===== src/hw/rtl/wsfd_pkg.sv =====
package wsfd_pkg;

    typedef enum logic [3:0] {
        PH_HDR0    = 4'd0,
        PH_HDR1    = 4'd1,
        PH_EXT0    = 4'd2,
        PH_EXT1    = 4'd3,
        PH_KEY     = 4'd4,
        PH_PAYLOAD = 4'd5,
        PH_CLOSED  = 4'd6,
        PH_STUCK   = 4'd7
    } phase_t;

    typedef enum logic [1:0] {
        KIND_DATA     = 2'd0,
        KIND_CLOSE    = 2'd1,
        KIND_FRAGMENT = 2'd2,
        KIND_OVERSIZE = 2'd3
    } kind_t;

    typedef struct packed {
        logic       valid;
        kind_t      kind;
        logic [7:0] payload;
        logic       last;
    } result_t;

    localparam int          CLOSE_BIT    = 3;
    localparam int          FIN_BIT      = 7;
    localparam int          MASK_BIT     = 7;
    localparam logic [6:0]  LEN_EXT16    = 7'd126;
    localparam logic [6:0]  LEN_OVERSIZE = 7'd127;
    localparam logic [15:0] EXT_OVERSIZE = 16'd127;
    localparam logic [1:0]  KEY_LAST     = 2'd3;

endpackage


===== src/hw/rtl/wsfd_parser.sv =====
module wsfd_parser (
    input  logic               clk,
    input  logic               rst_n,
    input  logic               accept,
    input  logic [7:0]         rx_byte,
    output wsfd_pkg::result_t  res
);

    wsfd_pkg::phase_t phase_reg, phase_next;
    logic [7:0]       first_header_reg, first_header_next;
    logic             masked_reg, masked_next;
    logic [31:0]      mask_key_reg, mask_key_next;
    logic [1:0]       key_index_reg, key_index_next;
    logic [15:0]      remaining_reg, remaining_next;
    logic [7:0]       ext_high_reg, ext_high_next;

    logic [6:0]       len7;
    logic [15:0]      len16;
    logic [15:0]      rem_dec;
    logic [7:0]       key_byte;

    assign len7    = rx_byte[6:0];
    assign len16   = {ext_high_reg, rx_byte};
    assign rem_dec = remaining_reg - 16'd1;

    always_comb
    begin
        case (key_index_reg)
            2'd0:    key_byte = mask_key_reg[31:24];
            2'd1:    key_byte = mask_key_reg[23:16];
            2'd2:    key_byte = mask_key_reg[15:8];
            default: key_byte = mask_key_reg[7:0];
        endcase
    end

    always_comb
    begin
        phase_next        = phase_reg;
        first_header_next = first_header_reg;
        masked_next       = masked_reg;
        mask_key_next     = mask_key_reg;
        key_index_next    = key_index_reg;
        remaining_next    = remaining_reg;
        ext_high_next     = ext_high_reg;
        if (accept)
        begin
            case (phase_reg)
                wsfd_pkg::PH_HDR0:
                begin
                    first_header_next = rx_byte;
                    phase_next        = wsfd_pkg::PH_HDR1;
                end
                wsfd_pkg::PH_HDR1:
                begin
                    if (first_header_reg[wsfd_pkg::CLOSE_BIT])
                    begin
                        phase_next = wsfd_pkg::PH_CLOSED;
                    end
                    else if (!first_header_reg[wsfd_pkg::FIN_BIT])
                    begin
                        phase_next = wsfd_pkg::PH_STUCK;
                    end
                    else
                    begin
                        masked_next = rx_byte[wsfd_pkg::MASK_BIT];
                        if (len7 == wsfd_pkg::LEN_OVERSIZE)
                        begin
                            phase_next = wsfd_pkg::PH_STUCK;
                        end
                        else if (len7 == wsfd_pkg::LEN_EXT16)
                        begin
                            phase_next = wsfd_pkg::PH_EXT0;
                        end
                        else
                        begin
                            remaining_next = {9'd0, len7};
                            key_index_next = 2'd0;
                            if (rx_byte[wsfd_pkg::MASK_BIT])
                                phase_next = wsfd_pkg::PH_KEY;
                            else if (len7 == 7'd0)
                                phase_next = wsfd_pkg::PH_HDR0;
                            else
                                phase_next = wsfd_pkg::PH_PAYLOAD;
                        end
                    end
                end
                wsfd_pkg::PH_EXT0:
                begin
                    ext_high_next = rx_byte;
                    phase_next    = wsfd_pkg::PH_EXT1;
                end
                wsfd_pkg::PH_EXT1:
                begin
                    if (len16 == wsfd_pkg::EXT_OVERSIZE)
                    begin
                        phase_next = wsfd_pkg::PH_STUCK;
                    end
                    else
                    begin
                        remaining_next = len16;
                        key_index_next = 2'd0;
                        if (masked_reg)
                            phase_next = wsfd_pkg::PH_KEY;
                        else if (len16 == 16'd0)
                            phase_next = wsfd_pkg::PH_HDR0;
                        else
                            phase_next = wsfd_pkg::PH_PAYLOAD;
                    end
                end
                wsfd_pkg::PH_KEY:
                begin
                    mask_key_next = {mask_key_reg[23:0], rx_byte};
                    if (key_index_reg == wsfd_pkg::KEY_LAST)
                    begin
                        key_index_next = 2'd0;
                        if (remaining_reg == 16'd0)
                            phase_next = wsfd_pkg::PH_HDR0;
                        else
                            phase_next = wsfd_pkg::PH_PAYLOAD;
                    end
                    else
                    begin
                        key_index_next = key_index_reg + 2'd1;
                    end
                end
                wsfd_pkg::PH_PAYLOAD:
                begin
                    remaining_next = rem_dec;
                    if (rem_dec == 16'd0)
                    begin
                        key_index_next = 2'd0;
                        phase_next     = wsfd_pkg::PH_HDR0;
                    end
                    else
                    begin
                        key_index_next = key_index_reg + 2'd1;
                    end
                end
                default:
                begin
                    phase_next = phase_reg;
                end
            endcase
        end
    end

    always_comb
    begin
        res.valid   = 1'b0;
        res.kind    = wsfd_pkg::KIND_DATA;
        res.payload = 8'd0;
        res.last    = 1'b0;
        if (accept)
        begin
            case (phase_reg)
                wsfd_pkg::PH_HDR1:
                begin
                    if (first_header_reg[wsfd_pkg::CLOSE_BIT])
                    begin
                        res.valid = 1'b1;
                        res.kind  = wsfd_pkg::KIND_CLOSE;
                    end
                    else if (!first_header_reg[wsfd_pkg::FIN_BIT])
                    begin
                        res.valid = 1'b1;
                        res.kind  = wsfd_pkg::KIND_FRAGMENT;
                    end
                    else if (len7 == wsfd_pkg::LEN_OVERSIZE)
                    begin
                        res.valid = 1'b1;
                        res.kind  = wsfd_pkg::KIND_OVERSIZE;
                    end
                end
                wsfd_pkg::PH_EXT1:
                begin
                    if (len16 == wsfd_pkg::EXT_OVERSIZE)
                    begin
                        res.valid = 1'b1;
                        res.kind  = wsfd_pkg::KIND_OVERSIZE;
                    end
                end
                wsfd_pkg::PH_PAYLOAD:
                begin
                    res.valid   = 1'b1;
                    res.kind    = wsfd_pkg::KIND_DATA;
                    res.payload = masked_reg ? (rx_byte ^ key_byte) : rx_byte;
                    res.last    = (rem_dec == 16'd0);
                end
                default:
                begin
                    res.valid = 1'b0;
                end
            endcase
        end
    end

    always_ff @(posedge clk or negedge rst_n)
    begin
        if (!rst_n)
        begin
            phase_reg        <= wsfd_pkg::PH_HDR0;
            first_header_reg <= 8'd0;
            masked_reg       <= 1'b0;
            mask_key_reg     <= 32'd0;
            key_index_reg    <= 2'd0;
            remaining_reg    <= 16'd0;
            ext_high_reg     <= 8'd0;
        end
        else
        begin
            phase_reg        <= phase_next;
            first_header_reg <= first_header_next;
            masked_reg       <= masked_next;
            mask_key_reg     <= mask_key_next;
            key_index_reg    <= key_index_next;
            remaining_reg    <= remaining_next;
            ext_high_reg     <= ext_high_next;
        end
    end

    a_status_clean: assert property (@(posedge clk) disable iff (!rst_n)
        (res.valid && res.kind != wsfd_pkg::KIND_DATA) |-> (res.payload == 8'd0 && !res.last))
        else $error("status result carries payload data");

    a_closed_holds: assert property (@(posedge clk) disable iff (!rst_n)
        (phase_reg == wsfd_pkg::PH_CLOSED) |=> (phase_reg == wsfd_pkg::PH_CLOSED))
        else $error("left closed state");

    a_stuck_holds: assert property (@(posedge clk) disable iff (!rst_n)
        (phase_reg == wsfd_pkg::PH_STUCK) |=> (phase_reg == wsfd_pkg::PH_STUCK))
        else $error("left stuck state");

    a_key_index_idle: assert property (@(posedge clk) disable iff (!rst_n)
        (key_index_reg != 2'd0)
            |-> (phase_reg == wsfd_pkg::PH_KEY || phase_reg == wsfd_pkg::PH_PAYLOAD))
        else $error("key index nonzero outside key or payload");

    a_payload_nonempty: assert property (@(posedge clk) disable iff (!rst_n)
        (phase_reg == wsfd_pkg::PH_PAYLOAD) |-> (remaining_reg != 16'd0))
        else $error("payload phase with nothing remaining");

endmodule


===== src/hw/rtl/wsfd_out_reg.sv =====
module wsfd_out_reg (
    input  logic               clk,
    input  logic               rst_n,
    input  wsfd_pkg::result_t  res,
    output logic               take,
    output logic               out_valid,
    input  logic               out_ready,
    output logic [1:0]         kind,
    output logic [7:0]         payload,
    output logic               last
);

    logic       valid_reg, valid_next;
    logic [1:0] kind_reg;
    logic [7:0] payload_reg;
    logic       last_reg;

    assign take       = !valid_reg || out_ready;
    assign valid_next = take ? res.valid : valid_reg;

    always_ff @(posedge clk or negedge rst_n)
    begin
        if (!rst_n)
            valid_reg <= 1'b0;
        else
            valid_reg <= valid_next;
    end

    always_ff @(posedge clk)
    begin
        if (take && res.valid)
        begin
            kind_reg    <= res.kind;
            payload_reg <= res.payload;
            last_reg    <= res.last;
        end
    end

    assign out_valid = valid_reg;
    assign kind      = kind_reg;
    assign payload   = payload_reg;
    assign last      = last_reg;

endmodule


===== src/hw/rtl/websocket_frame_deframer_core.sv =====
// WebSocket frame deframer core.
// Input channel: one received byte (rx_byte) per request on in_valid/in_ready.
// Output channel: zero or one result per input byte on out_valid/out_ready,
// carrying kind (payload byte, close, fragmented error, oversize error),
// the unmasked payload byte and a last flag on the final byte of a frame.
// Header, length and key bytes yield no result except a close/error status.
// A result is presented in the cycle after its byte is accepted.
// Throughput: one byte per cycle unless the receiver stalls; the header parser
// updates as the byte is taken and the result lands in a single output register.
// When the receiver stalls, the held result stays in the output register and
// in_ready drops until it is taken; a byte is accepted in the same cycle the
// held result drains.
// Reset clears the parser to await the first header byte and empties the
// output register. After a close the block ignores further bytes, and after
// an error it sticks, both until the next reset.
module websocket_frame_deframer_core (
    input  logic       clk,
    input  logic       rst_n,
    input  logic       in_valid,
    output logic       in_ready,
    input  logic [7:0] rx_byte,
    output logic       out_valid,
    input  logic       out_ready,
    output logic [1:0] kind,
    output logic [7:0] payload,
    output logic       last
);

    wsfd_pkg::result_t res;
    logic              accept;

    assign accept = in_valid && in_ready;

    wsfd_parser u_parser (
        .clk     (clk),
        .rst_n   (rst_n),
        .accept  (accept),
        .rx_byte (rx_byte),
        .res     (res)
    );

    wsfd_out_reg u_out_reg (
        .clk       (clk),
        .rst_n     (rst_n),
        .res       (res),
        .take      (in_ready),
        .out_valid (out_valid),
        .out_ready (out_ready),
        .kind      (kind),
        .payload   (payload),
        .last      (last)
    );

endmodule


===== config.mk =====
export PLATFORM = sky130hd
export DESIGN_NAME = websocket_frame_deframer_core
export DESIGN_NICKNAME = d
export VERILOG_FILES = /design/src/hw/rtl/wsfd_pkg.sv /design/src/hw/rtl/wsfd_parser.sv /design/src/hw/rtl/wsfd_out_reg.sv /design/src/hw/rtl/websocket_frame_deframer_core.sv
export SDC_FILE = /design/constraint.sdc
export NUM_CORES = 1
export LEC_CHECK = 0
export ABC_AREA = 1
export BUFFER_PORTS_ARGS = -buffer_cell sky130_fd_sc_hd__buf_4
export CAP_MARGIN = 20
export CORE_MARGIN = 2
export CORE_UTILIZATION = 55
export DETAILED_ROUTE_END_ITERATION = 7
export GPL_TIMING_DRIVEN = 0
export PLACE_DENSITY = 0.74
export REMOVE_ABC_BUFFERS = 1
export SYNTH_ARGS = -nofsm -noshare
export SYNTH_HDL_FRONTEND = slang
export SYNTH_SLANG_ARGS = --single-unit

===== constraint.sdc =====
create_clock -name clk -period 3.6 [get_ports clk]
set_input_delay 0.72 -clock clk [delete_from_list [all_inputs] [get_ports clk]]
set_output_delay 0.72 -clock clk [all_outputs]
set_load 0.05 [all_outputs]

Word-level counts from Yosys, hierarchy flattened
Index checks and enable logic that the tools add are counted.
W data, S select, Z words.

word-level totals
  bits in registers = 83

cells by class
  muxes and demuxes = 37
  add/subtract/negate cells = 2
  reductions and logical operators = 21
  equal/unequal tests = 18
  bitwise logic cells = 2

operators by type and width
  operator                 number
  $mux W16                 5
  $logic_not A16 Y1        3
  $pmux W16 S3             1
  $mux W4                  9
  $pmux W4 S6              1
  $pmux W8 S3              1
  $mux W3                  7
  $eq A16 B7 Y1 const B    1
  $sub A16 B1 Y16 const B  1
  $eq A7 B7 Y1 const B     2
  $mux W2                  7
  $reduce_and A7 Y1        2
  $mux W12                 1
  $mux W9                  1
  $eq A4 B2 Y1 const B     2
  $eq A4 B3 Y1 const B     2
  $mux W8                  1
  $ne A2 B2 Y1 const B     4
  $pmux W2 S4              1
  $reduce_and A2 Y1        4
  $reduce_and A4 Y1        2
  $xor A8 B8 Y8            1
  $logic_not A7 Y1         1
  $ne A2 B1 Y1 const B     3
  other kinds (15)         17

Depth between registers and ports, before layout
Gate-level depths: netlist of run 1.

  word-level depth = 8
  gate-level depth with buffers = 15
  gate-level depth less buffers = 15

By module
A second synthesis of run 1 with hierarchy kept.

second synthesis, totals
  cells, all modules = 507
  area, all modules = 4217.8 um2

modules (own cells, without submodules)
  module                         instances  cells an instance  area an instance (um2)
  wsfd_parser                    1          488                3834.9
  wsfd_out_reg                   1          17                 375.4
  websocket_frame_deframer_core  1          2                  7.5

Least setup slack after synthesis of run 1
No wires, ideal clock.

  kind = input -> register
  start point = input out_ready
  end point = register u_out_reg.kind_reg[0] (netlist: u_out_reg.kind[0]) (enable)
  arrival time = 2.032 ns
  setup time = 0.339 ns
  cell stages on the path = 8
  buffers on the path = 0
  slack = 1.229 ns
  cell sequence = inv_1 > nand2_1 > nand2_1 > inv_1 > o21ai_1 > nor2_1 > o21ai_0 > inv_1

on the way
  cells in the longest elaborated chain, start to end = 4

ends and longest elaborated chain
  item                     RTL line                             text
  start, declared          websocket_frame_deframer_core.sv:23  input logic out_ready,
  $logic_or A1 B1 Y1 (*)   wsfd_out_reg.sv:18                   assign take = !valid_reg || out_ready;
  net in_ready             websocket_frame_deframer_core.sv:20  output logic in_ready,
  $logic_and A1 B1 Y1      websocket_frame_deframer_core.sv:32  assign accept = in_valid && in_ready;
  $mux W12                 wsfd_parser.sv:153                   if (accept)
  $logic_and A1 B1 Y1 (*)  wsfd_out_reg.sv:31                   if (take && res.valid)
  end signal, assigned     wsfd_out_reg.sv:33                   kind_reg <= res.kind;
  end, declared            wsfd_out_reg.sv:14                   logic [1:0] kind_reg;

Mark *: on every way through the listed nets, which the timed path passes. The rest lies on a longest branch.
A chain may end at the register's enable or synchronous reset.

Worst setup path after layout of run 1
  start point = register u_parser.phase_reg[2]
  end point = register u_out_reg.last_reg (netlist: u_out_reg.last) (data pin)

on the way
  cells in the longest elaborated chain, start to end = 2

ends and longest elaborated chain
  item                                RTL line            text
  start, declared                     wsfd_parser.sv:9    wsfd_pkg::phase_t phase_reg, phase_next;
  start signal, assigned              wsfd_parser.sv:201  phase_reg <= wsfd_pkg::PH_HDR0;
  start signal, assigned              wsfd_parser.sv:211  phase_reg <= phase_next;
  $eq A4 B3 Y1                        wsfd_parser.sv:155  case (phase_reg)
  $reduce_and A2 Y1 (no source line)  n/a
  end signal, assigned                wsfd_out_reg.sv:35  last_reg <= res.last;
  end, declared                       wsfd_out_reg.sv:16  logic last_reg;

Every way passes these cells.

==> results.md, run 1 <==
- Register-to-register setup slack: 1.38 ns
- Busiest layer in global routing: met2
- Slew headroom: 36.2%
- CP Max Fanout: 16
- Warnings from Yosys: 0
- Most frequent cell after synthesis: nand2_1
- Pint: 2.13 mW
- Post-cts repair resize count: 0
- Adder-Cell Fraction of Synth Area: 1.79%
- PortBufs: 24
- Root Buffer: clkbuf_8
- Dpl hpwl: 6.49 mm
- Met1 Use GR: 33.5%
- Post-Synth Simple-Gate Area: 26.8%
- Commonest cells post-synth: nand2_1, dfrtp_1, inv_1
- Reg power frac: 39.3%
- GPL Wtd Cong: 0.912
- Initial antenna violation count: 0
- Setup bufs post-CTS: 0
- Worst skew pair latency: 0.35 ns
- CTS tree: built
- ANT cells: 0
- Area of the mapped netlist: 4200 sq um
- Cell taking the most area after synthesis: dfrtp_1
- Top cell type's share of synthesized area: 38.8%
- Multi-input gate area: 1920 sq um
- Max Clock Skew: 0.00744 ns
- Die X: 91.4 um
- Net Switching: 1.71 mW
- Clock group share of total power: 17.1%
- Leak: 2.19 nW
- First-pass GRT wire length: 15.4 mm
- Sequential fraction of the synthesis area: 46.6%
- Mux share of post-synthesis cell area: 2.15%
- Sequential cell area: 1960 sq um
- Fin crit period: 2.22 ns
- Min-delay worst type: in -> async
- Via count: 3561
- Placed Instance Area: 4420 sq um
- Post-synth ARST share: 85.5%
- Num CTS Buffers: 9
- Register-to-Register Path Depth: 8
- Final Setup Violations: 0
- EDFF count, synth: 11
- Net Sw Frac: 44.6%
- Logic pwr share: 43.6%
- CP startpoint kind: register
- R2r endpoint: u_out_reg.last
- Synth area leaders: dfrtp_1, nand2_1, edfxtp_1, o21ai_0, inv_1
- Max reg flops: 32
- Tot GR Track Use: 23.1%
- Vias in the first global route: 3220
- Met3 GRT Util: 2.99%
- Largest family of logic cells by synthesized area: simple AND/OR/NAND/NOR gates
- Overflow after GRT: 0
- DRT Pass-1 Iters: 4
- Total routed wirelength: 9.24 mm
- Final Hold Vio Count: 0
- Overall Power: 3.84 mW
- DRC Markers: 0
- Worst-Margin Slew: 0.954 ns
- Nets: 562
- Final instance area: 4640 sq um
- Clk slew on worst S/H paths: 0.09 ns
- RSZ-0062 raised after global routing: no
- DR WL/cell: 14.3 um
- Synth Area in Compound Gates: 13.4%
- Largest net degree at the start of global routing: 66
- Initial DRC Count: 271
- Period utilization: 61.6%
- Xor/xnor cell area share of the yosys netlist: 1.46%
- R2r startpoint: u_parser.phase_reg[2]
- Area Growth Syn to Fin: 10.5%
- Initial Util: 57.2%
- Longest Clk Path Bufs: 2
- Max_cap viols: 0
- WP data required: 3.81 ns
- Pwr/cell area: 828 nW/um^2
- Antenna-violating nets left: 0
- Arrival @ worst endpoint: 2.42 ns
- Setup CP Type: reg -> reg
- Yosys cell types: 40
- Share of post-route cells with drive strength above 1: 16.9%
- Core Area: 7330 sq um
- Average size of a mapped cell: 8.01 sq um
- Final Max Slew Viols: 0
- Via density: 5.50
- # rows: 31
- Number of top-level pins: 25
- Grt met2 use: 36.3%
- # fillers: 641
- DIE HEIGHT: 91.4 um
- Hold-fix buffers, CTS: 0
- Main synth FF type: dfrtp_1
- Die area: 8340 sq um
- VDD IR max: 0.392 mV
- Syn Inst Count: 524
- Yosys reg bits: 76
- Clock H-tree levels: 3
- Setup TNS Final: 0 ns
- Crit. End Element: register
- Fmax: 451 MHz
- Status: finished clean
- Sink Count: 76
critical path, cell delays in order (launching register included):
cell     delay, ns
dfrtp_1       0.43
inv_1         0.09
nor2_1        0.15
inv_2         0.10
nor2_4        0.33
inv_2         0.19
nor2_1        0.41
inv_1         0.23
nor2_1        0.14
placed cells by master, fill, tap and decap left out, types with 7 or more instances in the layout:
cell type / n
nor2_2: 9
clkbuf_8: 9
a31oi_1: 8
a21oi_1: 21
o21ai_1: 22
inv_1: 49
nand2_1: 130
mux2_2: 8
buf_4: 24
o21ai_0: 42
xor2_1: 7
inv_2: 14
nand3_1: 14
nand4_1: 14
nor2_1: 48
edfxtp_1: 11
dfrtp_1: 65
worst max path at each step:
stage,start,to,slack (ns),cells past startpoint
final,u_parser.phase_reg[2],u_out_reg.last,1.38,8
after global routing,u_parser.phase_reg[2],u_out_reg.payload[7],1.22,8
after CTS,rx_byte[5],u_parser.remaining_reg[8],1.22,10
after detailed placement,rx_byte[5],u_parser.remaining_reg[8],0.85,10
after global placement,out_ready,u_parser.mask_key_reg[25],0.62,7
after floorplan,out_ready,u_parser.mask_key_reg[24],0.76,6
per-layer routing:
| layer | routed length (um) | part of all wire, % |
|---|---|---|
| met4 | 115 | 1.2 |
| met3 | 396 | 4.3 |
| met2 | 4310 | 47 |
| met1 | 4430 | 48 |
| met5 | 0 | 0 |
area by class of cell:
| class | count | share of cell area [%] |
|---|---|---|
| clock buffers | 10 | 2.75 |
| clock inverters | 6 | 1.40 |
| inverters | 64 | 5.18 |
| multi-input cells | 368 | 41.3 |
| flip-flops and latches | 76 | 42.2 |
| well taps | 99 | 2.67 |
| repair buffers | 25 | 4.48 |
stage by stage:
step | instances | hold slack (ns) | util [%] | worst slack, ns
after global placement | 631 | 0.468 | 60.2 | 0.619
after CTS | 647 | 0.498 | 62.9 | 1.22
final | 648 | 0.451 | 63.3 | 1.38
after floorplan | 508 | 0.424 | - | 0.755
after global routing | 648 | 0.526 | 63.3 | 1.22
after detailed placement | 631 | 0.478 | 60.3 | 0.849
power groups by stage:
| stage | Combinational [mW] | Sequential (mW) | Clock, mW |
|---|---|---|---|
| after global placement | 1.59 | 1.50 | 0 |
| after floorplan | 1.20 | 1.53 | 0 |
| after global routing | 1.89 | 1.55 | 0.701 |
| after detailed placement | 1.64 | 1.52 | 0 |
| after CTS | 1.65 | 1.50 | 0.664 |
| final | 1.68 | 1.51 | 0.655 |
kinds of logic (layout without fill, tap and decap cells):
group | Yosys count | count (layout)
flops | 76 | 76
buf+inv | 80 | 105
simple gates | 242 | 242
compound gates | 105 | 105
xor+xnor | 7 | 7
fa+ha+maj | 6 | 6
mux | 8 | 8
No activity file was read; power rests on OpenSTA's default activity.
==> run 2, diff against run 1 <==
==> constraint.sdc (replaced) <==
create_clock -name clk -period 2.1 [get_ports clk]
set_input_delay 0.42 -clock clk [delete_from_list [all_inputs] [get_ports clk]]
set_output_delay 0.42 -clock clk [all_outputs]
set_load 0.05 [all_outputs]
==> run 2 against run 1 <==
- fmax rose by 11%
- global-route usage rose by 0.47 points
- combinational power rose by 80%
- first-iteration DRC count rose by 18%
- highest routed layer unchanged
==> results.md, run 2 (same netlist as run 1, synthesis figures left out) <==
- PortBufs: 24
- Clk slew on worst S/H paths: 0.08 ns
- DR WL/cell: 14.7 um
- Final WS setup: 0.101 ns
- Share of post-route cells with drive strength above 1: 19.3%
- Nets: 568
- Crit path top cell by count: nor2_2
- Pwr/cell area: 1430 nW/um^2
- Longest Clk Path Bufs: 2
- Final Max Slew Viols: 0
- Setup CP Type: reg -> reg
- Worst-Margin Slew: 0.834 ns
- Slowest stage delay, CP: 0.42 ns
- Multi-input gate area: 1950 sq um
- Fin crit period: 2.00 ns
- DRT Pass-1 Iters: 5
- Commonest non-fill, non-tap cell in the layout: nand2_1
- Num CTS Buffers: 9
- Final Setup Violations: 0
- Sink Count: 76
- CTS tree: built
- RSZ-0062 raised after global routing: no
- Antenna-violating nets left: 0
- Number of top-level pins: 25
- GPL Wtd Cong: 0.912
- Dpl hpwl: 6.49 mm
- Cell Chain, Critical Path: inv_2 -> ha_2 -> nand2_2 -> nor2_2 -> nor2_1 -> nor2_2 -> nand3_1 -> nor2_2 -> nand3_2 -> nand2_4 -> nand3_4 -> nand2_1 -> nand2_1
- Root Buffer: clkbuf_8
- Worst skew pair latency: 0.35 ns
- VDD IR max: 0.676 mV
- CP Max Fanout: 6
- Max_cap viols: 0
- DIE HEIGHT: 91.4 um
- Min-delay worst type: in -> async
- Max Clock Skew: 0.00669 ns
- CP startpoint kind: register
- Overflow after GRT: 0
- Initial antenna violation count: 0
- Place WS: -0.351 ns
- Period utilization: 95.2%
- Clock H-tree levels: 3
- Initial DRC Count: 320
- # rows: 31
- Crit. End Element: register
- Die area: 8340 sq um
- Overall Power: 6.73 mW
- Post-Place Cells: 631
- ANT cells: 0
- Status: finished clean
- DRC Markers: 0
- Total routed wirelength: 9.58 mm
- Max reg flops: 32
- Arrival @ worst endpoint: 2.24 ns
- First-pass GRT wire length: 15.6 mm
- Setup TNS Final: 0 ns
- Sequential cell area: 1960 sq um
- Die X: 91.4 um
- Leak: 2.22 nW
- Initial Util: 57.2%
- Crit-path slowest cell: dfrtp_1
- Tot GR Track Use: 23.6%
- Largest net degree at the start of global routing: 66
- Fin cells: 654
- Fmax: 500 MHz
- Final Hold Vio Count: 0
- Via density: 5.47
- # fillers: 625
- Via count: 3575
- WP data required: 2.34 ns
- Slew headroom: 44.4%
- Core Area: 7330 sq um
- Most frequent cells in the layout: nand2_1, dfrtp_1, inv_1
- Area Growth Syn to Fin: 12.4%
- Vias in the first global route: 3260
run 2: cell types whose count changed in the layout (fill, tap and decap cells not counted), sizes merged:
cell | before | now
buf | 25 | 30
nor3 | 9 | 10
run 2: worst max-delay path, delay by kind of cell (launching register included):
kind,cells,cell delay [ns]
buffers and inverters,1,0.09
DFF,1,0.42
adders and majority gates,1,0.21
and+or+nand+nor,11,1.16
run 2: what timing repair did:
| item | CTS | global route |
|---|---|---|
| hold endpoints to repair | 0 | 0 |
| pin swaps | 1 | 4 |
| hold buffers | 0 | 0 |
| setup endpoints to repair | 25 | 73 |
| gates cloned | 1 | 0 |
| resized for setup | 2 | 8 |
| setup buffers | 0 | 6 |
run 2: path summary, 6_finish.rpt:
kind,startpoint,cells past startpoint,endpoint,slack [ns]
max,u_parser.remaining_reg[1],13,u_parser.phase_reg[0],0.10
min,rst_n,1,u_parser.remaining_reg[13],0.16
max reg2reg,u_parser.remaining_reg[1],13,u_parser.phase_reg[0],0.10
min reg2reg,u_parser.ext_high_reg[7],2,u_parser.ext_high_reg[7],0.49
max in group asynchronous,rst_n,1,u_parser.mask_key_reg[19],1.39
min in group clk,out_ready,4,u_out_reg.out_valid,0.35
run 2: routing by layer:
layer  up-vias  track usage (%)  share of wire, %
met3        11             3.15               4.1
li1       1771                -                 -
met2        90             36.9                47
met1      1703             34.0                48
met5         -                0                 0
met4         0             7.83               1.1
run 2: final cells by class:
type | instances | share of cell area (%)
well taps | 99 | 2.63
multi-input cells | 369 | 41.4
repair buffers | 30 | 5.31
inverters | 64 | 5.09
clock buffers | 10 | 2.71
flip-flops and latches | 76 | 41.5
clock inverters | 6 | 1.38
run 2: stage by stage:
stage / instance area, sq um / util (%) / hold slack [ns]
floorplan: 4110 / - / 0.124
finish: 4720 / 64.3 / 0.157
detailed placement: 4420 / 60.3 / 0.478
CTS: 4630 / 63.2 / 0.204
global placement: 4420 / 60.2 / 0.468
global route: 4720 / 64.3 / 0.244
run 2: power breakdown:
part / internal (mW) / switching, mW / total (mW) / leakage (nW)
registers: 2.10 / 0.486 / 2.58 / 0.917
clock network: 0.552 / 0.571 / 1.12 / 0.0966
logic: 1.06 / 1.96 / 3.03 / 1.21
total: 3.72 / 3.02 / 6.73 / 2.22
